$ cat src/hdl/sbsm_pkg.sv
`timescale 1ns / 1ps

package sbsm_pkg;

    // bus access kinds
    localparam logic [1:0] OP_CPU_READ  = 2'd0;
    localparam logic [1:0] OP_CPU_WRITE = 2'd1;
    localparam logic [1:0] OP_PPU_READ  = 2'd2;
    localparam logic [1:0] OP_PPU_WRITE = 2'd3;

    // result targets
    localparam logic [2:0] TGT_NONE    = 3'd0;
    localparam logic [2:0] TGT_PRG_ROM = 3'd1;
    localparam logic [2:0] TGT_WRAM    = 3'd2;
    localparam logic [2:0] TGT_CHR_ROM = 3'd3;
    localparam logic [2:0] TGT_CHR_RAM = 3'd4;

    // configuration register indexes
    localparam logic [1:0] CFG_CHR_USES_RAM  = 2'd0;
    localparam logic [1:0] CFG_PRG_PAGE_CNT  = 2'd1;
    localparam logic [1:0] CFG_HDR_VERT_MIRR = 2'd2;

    // serial loader register select (address bits 14..13)
    localparam logic [1:0] SEL_CONTROL  = 2'd0;
    localparam logic [1:0] SEL_CHR_LOW  = 2'd1;
    localparam logic [1:0] SEL_CHR_HIGH = 2'd2;
    localparam logic [1:0] SEL_PRG      = 2'd3;

    localparam int unsigned SHIFT_BITS = 5;
    localparam int unsigned ADDR_W     = 16;
    localparam int unsigned MADDR_W    = 18;
    localparam int unsigned PAGE_CNT_W = 6;

    localparam logic [1:0] MIRR_VERTICAL   = 2'd2;
    localparam logic [1:0] MIRR_HORIZONTAL = 2'd3;

    // bank state seen by the address translation
    typedef struct packed {
        logic       chr_eight_k;
        logic       prg_thirty_two_k;
        logic       fix_first_bank;
        logic [4:0] chr_bank_low;
        logic [4:0] chr_bank_high;
        logic [3:0] prg_bank;
        logic       wram_disabled;
    } t_bank_state;

endpackage

$ cat src/hdl/sbsm_loader.sv
`timescale 1ns / 1ps

module sbsm_loader (
    input  logic                 i_clk,
    input  logic                 i_rst_n,
    input  logic                 i_wr_en,
    input  logic [1:0]           i_reg_sel,
    input  logic [7:0]           i_data,
    input  logic                 i_hdr_vertical,
    output sbsm_pkg::t_bank_state o_bank,
    output logic [1:0]           o_mirroring_next
);

    logic [4:0] r_shift_value, n_shift_value;
    logic [2:0] r_shift_count, n_shift_count;
    logic [4:0] r_control,     n_control;
    logic       r_control_written, n_control_written;
    sbsm_pkg::t_bank_state r_bank, n_bank;

    logic [1:0] hdr_bits;
    logic [4:0] shifted;
    logic [4:0] reset_ctrl;
    logic [2:0] count_inc;

    assign hdr_bits  = i_hdr_vertical ? sbsm_pkg::MIRR_VERTICAL : sbsm_pkg::MIRR_HORIZONTAL;
    assign shifted   = r_shift_value | (5'(i_data[0]) << r_shift_count);
    assign count_inc = r_shift_count + 3'd1;
    assign reset_ctrl = (r_control_written ? r_control : {3'b000, hdr_bits}) | 5'b01100;

    always_comb begin
        n_shift_value     = r_shift_value;
        n_shift_count     = r_shift_count;
        n_control         = r_control;
        n_control_written = r_control_written;
        n_bank            = r_bank;
        if (i_wr_en) begin
            if (i_data[7]) begin
                // loader reset, forces last bank fixed
                n_shift_value             = '0;
                n_shift_count             = '0;
                n_control                 = reset_ctrl;
                n_control_written         = 1'b1;
                n_bank.chr_eight_k        = ~reset_ctrl[4];
                n_bank.prg_thirty_two_k   = ~reset_ctrl[3];
                n_bank.fix_first_bank     = ~reset_ctrl[2];
            end else if (count_inc >= 3'(sbsm_pkg::SHIFT_BITS)) begin
                n_shift_value = '0;
                n_shift_count = '0;
                unique case (i_reg_sel)
                    sbsm_pkg::SEL_CONTROL: begin
                        n_control               = shifted;
                        n_control_written       = 1'b1;
                        n_bank.chr_eight_k      = ~shifted[4];
                        n_bank.prg_thirty_two_k = ~shifted[3];
                        n_bank.fix_first_bank   = ~shifted[2];
                    end
                    sbsm_pkg::SEL_CHR_LOW:  n_bank.chr_bank_low  = shifted;
                    sbsm_pkg::SEL_CHR_HIGH: n_bank.chr_bank_high = shifted;
                    sbsm_pkg::SEL_PRG: begin
                        n_bank.wram_disabled = shifted[4];
                        n_bank.prg_bank      = shifted[3:0];
                    end
                    default: n_bank = r_bank;
                endcase
            end else begin
                n_shift_value = shifted;
                n_shift_count = count_inc;
            end
        end
    end

    always_ff @(posedge i_clk) begin
        if (!i_rst_n) begin
            r_shift_value     <= '0;
            r_shift_count     <= '0;
            r_control         <= '0;
            r_control_written <= 1'b0;
            r_bank            <= '0;
        end else begin
            r_shift_value     <= n_shift_value;
            r_shift_count     <= n_shift_count;
            r_control         <= n_control;
            r_control_written <= n_control_written;
            r_bank            <= n_bank;
        end
    end

    assign o_bank           = r_bank;
    // mirroring as it stands once this access has taken effect
    assign o_mirroring_next = n_control_written ? n_control[1:0] : hdr_bits;

endmodule

$ cat src/hdl/sbsm_map.sv
`timescale 1ns / 1ps

module sbsm_map (
    input  logic [1:0]                      i_op,
    input  logic [sbsm_pkg::ADDR_W-1:0]     i_address,
    input  sbsm_pkg::t_bank_state           i_bank,
    input  logic                            i_chr_uses_ram,
    input  logic [sbsm_pkg::PAGE_CNT_W-1:0] i_prg_page_count,
    output logic [2:0]                      o_target,
    output logic [sbsm_pkg::MADDR_W-1:0]    o_mem_address,
    output logic                            o_write_enable
);

    logic [3:0] last_bank;
    logic [3:0] prg_sel;
    logic [4:0] chr_sel;
    logic [5:0] cnt_m1;
    logic       prg_slot;
    logic       chr_slot;

    assign prg_slot = i_address[14];
    assign chr_slot = i_address[12];
    assign cnt_m1   = i_prg_page_count - 6'd1;

    always_comb begin
        if (i_prg_page_count == '0)   last_bank = 4'd0;
        else if (cnt_m1 > 6'd15)      last_bank = 4'd15;
        else                          last_bank = cnt_m1[3:0];
    end

    always_comb begin
        priority if (i_bank.prg_thirty_two_k) prg_sel = {i_bank.prg_bank[3:1], prg_slot};
        else if (i_bank.fix_first_bank)      prg_sel = prg_slot ? i_bank.prg_bank : 4'd0;
        else                                 prg_sel = prg_slot ? last_bank : i_bank.prg_bank;
    end

    always_comb begin
        if (i_bank.chr_eight_k) chr_sel = {i_bank.chr_bank_low[4:1], chr_slot};
        else                    chr_sel = chr_slot ? i_bank.chr_bank_high : i_bank.chr_bank_low;
    end

    always_comb begin
        o_target       = sbsm_pkg::TGT_NONE;
        o_mem_address  = '0;
        o_write_enable = 1'b0;
        unique case (i_op)
            sbsm_pkg::OP_CPU_READ, sbsm_pkg::OP_CPU_WRITE: begin
                if (i_address[15]) begin
                    // writes up here feed the serial loader instead
                    if (i_op == sbsm_pkg::OP_CPU_READ) begin
                        o_target      = sbsm_pkg::TGT_PRG_ROM;
                        o_mem_address = {prg_sel, i_address[13:0]};
                    end
                end else if (i_address[14:13] == 2'b11 && !i_bank.wram_disabled) begin
                    o_target       = sbsm_pkg::TGT_WRAM;
                    o_mem_address  = {5'd0, i_address[12:0]};
                    o_write_enable = (i_op == sbsm_pkg::OP_CPU_WRITE);
                end
            end
            sbsm_pkg::OP_PPU_READ, sbsm_pkg::OP_PPU_WRITE: begin
                if (i_address[15:13] == 3'b000) begin
                    if (i_chr_uses_ram) begin
                        o_target       = sbsm_pkg::TGT_CHR_RAM;
                        o_mem_address  = {5'd0, i_address[12:0]};
                        o_write_enable = (i_op == sbsm_pkg::OP_PPU_WRITE);
                    end else if (i_op == sbsm_pkg::OP_PPU_READ) begin
                        o_target      = sbsm_pkg::TGT_CHR_ROM;
                        o_mem_address = {1'b0, chr_sel, i_address[11:0]};
                    end
                end
            end
            default: o_target = sbsm_pkg::TGT_NONE;
        endcase
    end

endmodule

$ cat src/hdl/serial_bank_switch_mapper_top.sv
`timescale 1ns / 1ps

// serial bank-switch cartridge mapper: each beat on the slave stream is one cpu or ppu
// bus access and yields exactly one beat on the master stream, in order, with the
// target memory, the physical byte address in it, a write enable and the nametable
// mirroring in force after the access. cpu writes at 0x8000 and up drive the five-bit
// serial loader and give target none. one access is taken every clock unless the result
// stream stalls: the mapping is a single level of decode between the bank registers and
// the result register, and a new beat is accepted whenever the result register is empty
// or being drained, so a beat's result is registered in the cycle after it is accepted. the
// user must write configuration (chr ram, prg page count, header mirroring) through the
// cfg channel (always ready) only while no access is in flight; this is not enforced.

module serial_bank_switch_mapper_top (
    input  logic        i_clk,
    input  logic        i_rst_n,
    // access stream
    input  logic        s_tvalid,
    output logic        s_tready,
    input  logic [23:0] s_tdata,   // address[15:0], data[23:16]
    input  logic [1:0]  s_tuser,   // op[1:0]
    // result stream
    output logic        m_tvalid,
    input  logic        m_tready,
    output logic [23:0] m_tdata,   // mem_address[17:0], write_enable[18], mirroring[20:19], 0
    output logic [2:0]  m_tuser,   // target[2:0]
    // configuration writes
    input  logic        i_cfg_valid,
    output logic        o_cfg_ready,
    input  logic [1:0]  i_cfg_index,
    input  logic [5:0]  i_cfg_data
);

    // configuration registers
    logic                            r_chr_uses_ram;
    logic [sbsm_pkg::PAGE_CNT_W-1:0] r_prg_page_count;
    logic                            r_hdr_vertical;

    // result register
    logic                            r_out_valid;
    logic [2:0]                      r_target;
    logic [sbsm_pkg::MADDR_W-1:0]    r_mem_address;
    logic                            r_write_enable;
    logic [1:0]                      r_mirroring;

    logic                            accept;
    logic [1:0]                      in_op;
    logic [sbsm_pkg::ADDR_W-1:0]     in_address;
    logic [7:0]                      in_data;
    logic                            loader_wr;
    sbsm_pkg::t_bank_state           bank;
    logic [1:0]                      mirroring_next;
    logic [2:0]                      map_target;
    logic [sbsm_pkg::MADDR_W-1:0]    map_mem_address;
    logic                            map_write_enable;

    assign in_op      = s_tuser;
    assign in_address = s_tdata[15:0];
    assign in_data    = s_tdata[23:16];

    // result register frees up when empty or when its beat is taken
    assign s_tready = !r_out_valid || m_tready;
    assign accept   = s_tvalid && s_tready;

    // serial loader sees cpu writes at 0x8000 and above
    assign loader_wr = accept && (in_op == sbsm_pkg::OP_CPU_WRITE) && in_address[15];

    assign o_cfg_ready = 1'b1;

    always_ff @(posedge i_clk) begin
        if (!i_rst_n) begin
            r_chr_uses_ram   <= 1'b0;
            r_prg_page_count <= 6'd16;
            r_hdr_vertical   <= 1'b1;
        end else if (i_cfg_valid) begin
            unique case (i_cfg_index)
                sbsm_pkg::CFG_CHR_USES_RAM:  r_chr_uses_ram   <= i_cfg_data[0];
                sbsm_pkg::CFG_PRG_PAGE_CNT:  r_prg_page_count <= i_cfg_data;
                sbsm_pkg::CFG_HDR_VERT_MIRR: r_hdr_vertical   <= i_cfg_data[0];
                default: ;  // unknown index, dropped
            endcase
        end
    end

    sbsm_loader u_loader (
        .i_clk            (i_clk),
        .i_rst_n          (i_rst_n),
        .i_wr_en          (loader_wr),
        .i_reg_sel        (in_address[14:13]),
        .i_data           (in_data),
        .i_hdr_vertical   (r_hdr_vertical),
        .o_bank           (bank),
        .o_mirroring_next (mirroring_next)
    );

    // translation uses the bank state from before this beat
    sbsm_map u_map (
        .i_op             (in_op),
        .i_address        (in_address),
        .i_bank           (bank),
        .i_chr_uses_ram   (r_chr_uses_ram),
        .i_prg_page_count (r_prg_page_count),
        .o_target         (map_target),
        .o_mem_address    (map_mem_address),
        .o_write_enable   (map_write_enable)
    );

    always_ff @(posedge i_clk) begin
        if (!i_rst_n) begin
            r_out_valid <= 1'b0;
        end else if (accept) begin
            r_out_valid <= 1'b1;
        end else if (m_tready) begin
            r_out_valid <= 1'b0;
        end
    end

    // payload, no reset needed
    always_ff @(posedge i_clk) begin
        if (accept) begin
            r_target       <= map_target;
            r_mem_address  <= map_mem_address;
            r_write_enable <= map_write_enable;
            r_mirroring    <= mirroring_next;
        end
    end

    assign m_tvalid = r_out_valid;
    assign m_tuser  = r_target;
    assign m_tdata  = {3'b000, r_mirroring, r_write_enable, r_mem_address};

endmodule
$ cat config.mk
export PLATFORM = sky130hd
export DESIGN_NAME = serial_bank_switch_mapper_top
export DESIGN_NICKNAME = d
export VERILOG_FILES = /design/src/hdl/sbsm_pkg.sv /design/src/hdl/sbsm_loader.sv /design/src/hdl/sbsm_map.sv /design/src/hdl/serial_bank_switch_mapper_top.sv
export SDC_FILE = /design/constraint.sdc
export NUM_CORES = 1
export LEC_CHECK = 0
export BUFFER_PORTS_ARGS = -buffer_cell sky130_fd_sc_hd__buf_4
export CORE_MARGIN = 1
export CORE_UTILIZATION = 56
export CTS_BUF_LIST = sky130_fd_sc_hd__clkbuf_8
export DETAILED_ROUTE_END_ITERATION = 6
export PLACE_DENSITY = 0.79
export RECOVER_POWER = 50
export SKIP_CTS_REPAIR_TIMING = 1
export SLEW_MARGIN = 20
export SYNTH_ARGS = -nofsm -noshare
export SYNTH_HDL_FRONTEND = slang
export SYNTH_SLANG_ARGS = --single-unit
$ cat constraint.sdc
create_clock -name i_clk -period 2.15 [get_ports i_clk]
set_input_delay 0.215 -clock i_clk [delete_from_list [all_inputs] [get_ports i_clk]]
set_output_delay 0.215 -clock i_clk [all_outputs]
set_load 0.005 [all_outputs]
=== Word-level counts from Yosys, hierarchy flattened ===
Index checks and enable logic that the tools add are counted.

* Word-level logic and storage cells: 113
* Input port bits: 39
* Flip-flop bits (word level): 65

* Bitwise logic cells: 6
* Shifts and indexed selects: 1
* Order comparisons: 2
* Muxes and demuxes: 50
* Equality and inequality tests: 8
* Add/sub/neg operators: 2
* Reduce and logical (&&, ||, !) cells: 24

{| class="wikitable"
|+ Operator list
! cell !! count
|-
| 18-bit 2-to-1 mux || 5
|-
| 5-bit 2-to-1 mux || 11
|-
| 18-bit case mux with 2 select lines || 1
|-
| 4-bit 2-to-1 mux || 6
|-
| 3-bit 2-to-1 mux || 7
|-
| 17-bit 2-to-1 mux || 1
|-
| 13-bit 2-to-1 mux || 1
|-
| 1-bit 2-to-1 mux || 12
|-
| 4-bit AND reduction || 3
|-
| 2-bit equality test, second input constant || 5
|-
| 2-bit 2-to-1 mux || 4
|-
| 2-bit by 1-bit equality test with 1-bit output, second input constant || 3
|-
| 6-bit by 4-bit > comparator with 1-bit output, second input constant || 1
|-
| 2-bit logical NOT || 3
|-
| 6-bit logical NOT || 1
|-
| 3-bit case mux with 2 select lines || 1
|-
| 2-bit AND reduction || 3
|-
| 2-bit nonzero test || 3
|-
| 6-bit by 1-bit subtractor with 6-bit output, second input constant || 1
|-
| 1-bit NOT || 5
|-
| 5-bit bitwise OR || 1
|-
| 1-bit by 3-bit left shift with 5-bit output || 1
|-
| 1-bit logical AND || 4
|-
| 2-bit OR reduction || 2
|-
| 7 further kinds || 8
|}

=== Depth between registers and ports, before layout ===
Gate-level depths: netlist of run 1.

* Depth after elaboration: 10
* Gate-level depth with buffers: 7

=== By module ===
From an unflattened synthesis of run 1, not the netlist that was laid out.

* Cells, all modules: 323
* Area total of the unflattened synthesis: 3,255.6 sq um

{| class="wikitable"
|+ By module, submodules not included
! module !! area an instance (sq um) !! instances !! cells each
|-
| sbsm_loader || 1,462.7 || 1 || 158
|-
| serial_bank_switch_mapper_top || 1,166.1 || 1 || 74
|-
| sbsm_map || 626.9 || 1 || 91
|}

=== Least setup slack after synthesis of run 1 ===
OpenSTA, ideal clock, no wires.

* Path type: register to register
* Start point: reg u_loader.r_shift_count[0]
* End point: reg u_loader.r_bank (netlist bit u_loader.o_bank[10])
* Slack: 0.200 ns
* Data arrival time: 1.877 ns
* Library setup time: 0.073 ns
* Cell stages (with the launch flop): 8
* Path buffers: 1
* Data required time: 2.077 ns
* Cells stage by stage: dfxtp_1 -> inv_1 -> ha_1 -> or3b_1 -> and3_1 -> buf_2 -> nand4b_2 -> mux2i_1

* Word-level cells in the longest chain between the ends: 3

{| class="wikitable"
|+ Ends and longest elaborated chain
! item !! RTL line !! text
|-
| start: declaration || sbsm_loader.sv:15 || <nowiki>logic [2:0] r_shift_count, n_shift_count;</nowiki>
|-
| start signal: assignment || sbsm_loader.sv:81 || <nowiki>r_shift_count <= n_shift_count;</nowiki>
|-
| 3-bit by 1-bit adder with 3-bit output || sbsm_loader.sv:27 || <nowiki>assign count_inc = r_shift_count + 3'd1;</nowiki>
|-
| 3-bit greater-or-equal comparator || sbsm_loader.sv:46 || <nowiki>end else if (count_inc >= 3'(sbsm_pkg::SHIFT_BITS)) begin</nowiki>
|-
| 4-bit AND reduction (no line) || - ||
|-
| end signal: assignment || sbsm_loader.sv:84 || <nowiki>r_bank <= n_bank;</nowiki>
|-
| end: declaration || sbsm_loader.sv:18 || <nowiki>sbsm_pkg::t_bank_state r_bank, n_bank;</nowiki>
|}

Parallel ways exist; a longest one is shown, timed or not.
A chain may end at the register's enable or synchronous reset.

=== Worst setup path after layout of run 1 ===
* Start point: reg u_loader.r_shift_count[1]
* End point: reg u_loader.r_bank (netlist bit u_loader.o_bank[14])

The elaborated chain is that of the path after synthesis.

==> results of run 1 <==
## flip-flops by register name, indices dropped and copies added, names as in the netlist
| signal | flops |
|---|---|
| m_tvalid | 1 |
| m_tuser | 3 |
| r_write_enable | 1 |
| r_mirroring | 2 |
| r_hdr_vertical | 1 |
| r_mem_address | 18 |
| u_loader.r_control | 3 |
| u_loader.r_shift_value | 5 |
| u_loader.o_bank | 18 |
| u_loader.r_shift_count | 3 |
| u_loader.r_control_written | 1 |
| r_prg_page_count | 6 |
| r_chr_uses_ram | 1 |
## kinds of logic (layout without fill, tap and decap cells)
family,count (synthesis),in the layout
xor gates and xnor gates,2,2
DFF,63,63
and+or+nand+nor,117,117
muxes,28,28
other,2,4
AOI/OAI and AO/OA,58,58
buffers and inverters,36,94
adders and majority gates,4,4
## cell type report
class	count	area, µm²	share of cell area
flip-flops and latches	63	1500	0.401
multi-input cells	213	1460	0.390
repair buffers	64	470	0.126
clock buffers	10	138	0.0367
well taps	70	87.6	0.0234
inverters	14	52.6	0.0140
clock inverters	6	36.3	0.00968
## routing by layer
metal  routed length, µm  track usage  part of all wire  vias up
met5                   0            0                 0        -
met4                 138        0.108             0.020        0
met3                 261       0.0476             0.039       12
met2                3380        0.414              0.50       65
met1                2970        0.308              0.44     1192
li1                    -            -                 -     1227
## worst max-delay path: stages, from the launching register on
cell and delay, ps:
dfxtp_1 440, inv_1 90, ha_1 290, or3b_1 440
and3_1 290, nand4b_2 230, mux2i_1 220
## worst max-delay path by stage
stage,startpoint,to,slack (ps)
floorplan,u_loader.r_shift_count[0],u_loader.o_bank[10],200
global placement,u_loader.r_shift_count[0],u_loader.o_bank[12],190
detailed placement,u_loader.r_shift_count[1],u_loader.o_bank[14],110
CTS,u_loader.r_shift_count[1],u_loader.o_bank[14],90
global route,u_loader.r_shift_count[0],u_loader.o_bank[6],-5
finish,u_loader.r_shift_count[1],u_loader.o_bank[14],80
## stage by stage
step / std cells / power, W / cell area (µm²) / utilization
floorplan: 312 / 0.00145 / 3130 / -
global placement: 424 / 0.00155 / 3580 / 0.683
detailed placement: 424 / 0.00156 / 3580 / 0.683
CTS: 440 / 0.00245 / 3750 / 0.717
global route: 440 / 0.00253 / 3750 / 0.715
finish: 440 / 0.00242 / 3750 / 0.715
## synthesized netlist by cell type (all sizes together) (4+ instances only)
master / number / area, µm²
mux2i: 28 / 280
nor3: 4 / 20.0
buf: 10 / 75.1
inv: 13 / 48.8
a31oi: 4 / 25.0
dfxtp: 39 / 781
nor2: 26 / 97.6
nand2: 32 / 123
ha: 4 / 50.1
a21oi: 11 / 55.1
nand3: 4 / 20.0
edfxtp: 24 / 721
nand2b: 5 / 31.3
a32oi: 6 / 52.6
a31o: 5 / 43.8
clkbuf: 12 / 45.0
o21ai: 4 / 20.0
nor2b: 17 / 106
## where the power goes
group / internal, W / switching [W] / total, W
Sequential: 0.00128 / 0.0000191 / 0.00130
Clock: 0.000442 / 0.000452 / 0.000894
Combinational: 0.000117 / 0.000115 / 0.000232
Total: 0.00184 / 0.000586 / 0.00242
==> flow_metrics.py, run 1 <==
metrics = {
    "cts": {
        "clock_latency_ps": 330,
        "cts_tree": "built",
        "clockBufferDepth": 2,
        "clk_pin_slew_ps": 70,
        "cts_buffers": 9,
        "cts_htree_levels": 3,
        "numClockSinks": 63,
        "clockRootBuffer": "clkbuf_8",
    },
    "worst_setup_path": {
        "cp.arrival_ps": 2330,
        "rrSetupSlack_ps": 80,
        "cp_max_fo": 6,
        "rr_worst_depth": 6,
        "timing.critical_path.required_ps": 2410,
        "r2r-end": "u_loader.o_bank[14]",
        "timing.rr.start": "u_loader.r_shift_count[1]",
        "endpoint_kind": "register",
        "worstSetupStartpointType": "register",
        "crit_type": "reg -> reg",
    },
    "run_status": {
        "outcome": "finished clean",
    },
    "timing": {
        "timing.slew.headroom": 0.463,
        "hold_slack_ps": 106,
        "min_period_over_period": 0.964,
        "worst_slack_ps": 77.5,
        "slew_violations": 0,
        "fmax_mhz": 483,
        "skew_ps": 6.55,
        "tns_ps": 0,
        "fin_crit_ps": 2070,
        "rsz0062_at_grt": "true",
        "hold_violations": 0,
        "setup_viol": 0,
        "worstMarginPinSlew_ps": 802,
    },
    "power_and_ir_drop": {
        "powerDensity_nw_per_um2": 647,
        "p_leak_nw": 1.63,
        "vdd_drop_max_mv": 0.421,
    },
    "synthesis": {
        "netlist-cell-type-count": 58,
        "synth-warning-count": 0,
        "ys_seq_area_frac": 0.481,
        "netlist_instances": 310,
        "synth_top_family_by_area": "simple AND/OR/NAND/NOR gates",
        "muxShareOfSynthArea": 0.0897,
        "async_flop_share": 0,
        "synth_top_flop_cell": "dfxtp_1",
        "ys_seq_elements": 63,
        "synth_compound_gate_area_share": 0.141,
        "synth_edf_count": 24,
        "synth_area_per_cell_um2": 10.1,
        "netlist_area_um2": 3120,
        "synth-adder-area-share": 0.0160,
        "synth-xor-area-share": 0.00561,
        "synthSimpleGateAreaFrac": 0.210,
    },
    "drt": {
        "drt_drc_violations_left": 0,
        "ant_nets": 0,
        "vias": 2496,
        "drt_iter0_markers": 126,
        "viasPerCell": 5.67,
        "dr.pass1.iters": 4,
        "detail_route.wl_per_cell_um": 15.3,
        "routed_wl_mm": 6.75,
    },
    "global_route": {
        "grt_max_degree": 29,
        "grt_pass1_vias": 2442,
        "grt_util_all_layers": 0.247,
        "antenna_found_initial": 0,
        "grt-ovfl-total": 0,
        "grt_pass1_wl_mm": 11.4,
    },
    "layout": {
        "final_common_cell": "dfxtp_1",
        "final_cell_mix": "dfxtp_1, buf_4, nand2_1",
        "n_antenna_cell": 0,
        "num-nets-final": 408,
        "syn2layout_area_growth_pct": 19.9,
        "drive_above_1_share": 0.257,
        "num-fill-cells": 389,
    },
    "hold_path": {
        "hp-class": "in -> reg",
        "min_to": "r_prg_page_count[2]",
        "hold_depth": 3,
        "min-delay-start": "i_cfg_data[2]",
    },
    "floorplan": {
        "coreArea_um2": 5240,
        "std_cell_rows": 26,
        "pin_count": 69,
        "start_util": 0.597,
        "fp.dieH_um": 76.7,
        "fp.dieArea_um2": 5880,
        "fp.dieW_um": 76.7,
    },
    "placement": {
        "pre_cts_slack_ps": 106,
        "hpwl_mm": 4.94,
        "place_congestion": 0.843,
        "io_buffers": 58,
    },
    "flow_run": {
        "cap_violations": 0,
    },
}
Note: power is estimated with default switching activity, not from simulation.
==> run 2: changes to the inputs <==
- GPL_TIMING_DRIVEN: unset -> 0
- MAX_ROUTING_LAYER: unset -> met4
==> flow_metrics.py, run 2 (synthesis gave the netlist of run 1 again) <==
metrics = {
    "run_status": {
        "outcome": "finished clean",
    },
    "worst_setup_path": {
        "cp.arrival_ps": 2310,
        "worstSetupStartpointType": "register",
        "cp_max_fo": 8,
        "crit_type": "reg -> reg",
        "timing.critical_path.required_ps": 2410,
        "endpoint_kind": "register",
        "crit_start": "u_loader.r_shift_count[0]",
        "timing.rr.start": "u_loader.r_shift_count[0]",
    },
    "power_and_ir_drop": {
        "p_leak_nw": 1.66,
        "switching_share": 0.236,
        "powerDensity_nw_per_um2": 626,
        "internal_power_w": 0.00183,
        "pwr-share-clk": 0.356,
        "power_frac_seq": 0.540,
        "pwr-share-comb": 0.104,
        "vdd_drop_max_mv": 0.382,
        "switchingPower_w": 0.000565,
    },
    "layout": {
        "syn2layout_area_growth_pct": 22.3,
        "num-nets-final": 422,
        "drive_above_1_share": 0.240,
        "final_cell_mix": "dfxtp_1, buf_4, nand2_1",
        "n_antenna_cell": 0,
        "final_common_cell": "dfxtp_1",
        "post-route-util": 0.730,
        "final_cells": 454,
    },
    "drt": {
        "dr.pass1.iters": 4,
        "drt_drc_violations_left": 0,
        "viasPerCell": 5.70,
        "vias": 2590,
        "drt_iter0_markers": 152,
        "ant_nets": 0,
        "routed_wl_mm": 6.99,
        "detail_route.wl_per_cell_um": 15.4,
    },
    "flow_run": {
        "cap_violations": 0,
    },
    "hold_path": {
        "hp-class": "in -> reg",
        "min-delay-start": "i_cfg_data[4]",
    },
    "timing": {
        "worstMarginPinSlew_ps": 1080,
        "fmax_mhz": 488,
        "hold_slack_ps": 88.9,
        "setup_viol": 0,
        "min_period_over_period": 0.954,
        "skew_ps": 10.0,
        "hold_violations": 0,
        "rsz0062_at_grt": "false",
        "timing.slew.headroom": 0.282,
        "slew_violations": 0,
        "fin_crit_ps": 2050,
    },
    "cts": {
        "cts_tree": "built",
        "cts_htree_levels": 3,
        "clockRootBuffer": "clkbuf_8",
        "clockBufferDepth": 2,
        "clk_pin_slew_ps": 70,
        "numClockSinks": 63,
        "cts_buffers": 9,
        "clock_latency_ps": 340,
    },
    "placement": {
        "hpwl_mm": 5.08,
        "place_congestion": 0.862,
        "io_buffers": 56,
        "placedCellCount": 438,
    },
    "global_route": {
        "grt_max_degree": 25,
        "grt_util_all_layers": 0.254,
        "antenna_found_initial": 0,
        "grt-ovfl-total": 0,
        "grt_pass1_wl_mm": 11.3,
        "grt_pass1_vias": 2375,
    },
    "floorplan": {
        "pin_count": 69,
        "coreArea_um2": 5240,
        "fp.dieW_um": 76.7,
        "fp.dieH_um": 76.7,
        "fp.dieArea_um2": 5880,
        "start_util": 0.597,
        "std_cell_rows": 26,
    },
}
[run 2: worst paths after layout]
| check | endpoint | slack, ps | cells after the start |
|---|---|---|---|
| setup / recovery | u_loader.o_bank[6] | 100 | 7 |
| hold reg to reg | u_loader.o_bank[14] | 460 | 2 |
| setup reg to reg | u_loader.o_bank[6] | 100 | 7 |
| hold / removal | r_prg_page_count[4] | 90 | 3 |
[run 2: through the flow]
stage                     setup slack [ps]  setup TNS [ps]  power [W]  area [µm²]
after floorplan                        200               0    0.00145        3130
after detailed placement             -24.9           -24.9    0.00157        3640
after global routing                  17.6               0    0.00247        3820
final                                 99.6               0    0.00239        3820
after global placement                52.8               0    0.00156        3640
after CTS                            -52.7           -61.0    0.00240        3800
[run 2: layer usage]
layer	track usage	routed length [µm]	up-vias	share of wire
li1	-	-	1260	-
met1	0.313	3130	1230	0.45
met2	0.398	3410	78	0.49
met3	0.0464	278	22	0.040
met4	0.131	184	0	0.026
met5	-	0	-	0
[run 2: area by class of cell]
type | instances | area (µm²)
flip-flops and latches | 63 | 1500
multi-input cells | 213 | 1490
fillers | 409 | 1420
repair buffers | 56 | 413
clock buffers | 10 | 138
plain buffers | 22 | 113
well taps | 70 | 87.6
inverters | 14 | 52.6
clock inverters | 6 | 22.5
[run 2: power by group through the flow]
stage | Combinational [W] | Clock [W] | Sequential [W]
finish | 0.000248 | 0.000851 | 0.00129
global route | 0.000272 | 0.000907 | 0.00130
CTS | 0.000250 | 0.000859 | 0.00129
detailed placement | 0.000248 | 0 | 0.00132
global placement | 0.000242 | 0 | 0.00132
floorplan | 0.000126 | 0 | 0.00132
[run 2: worst max-delay path, stage by stage (launching register included)]
cell	delay, ps
dfxtp_2	390
inv_1	70
ha_1	310
or3b_1	440
and3_1	200
buf_2	170
nand4_4	170
mux2i_1	220
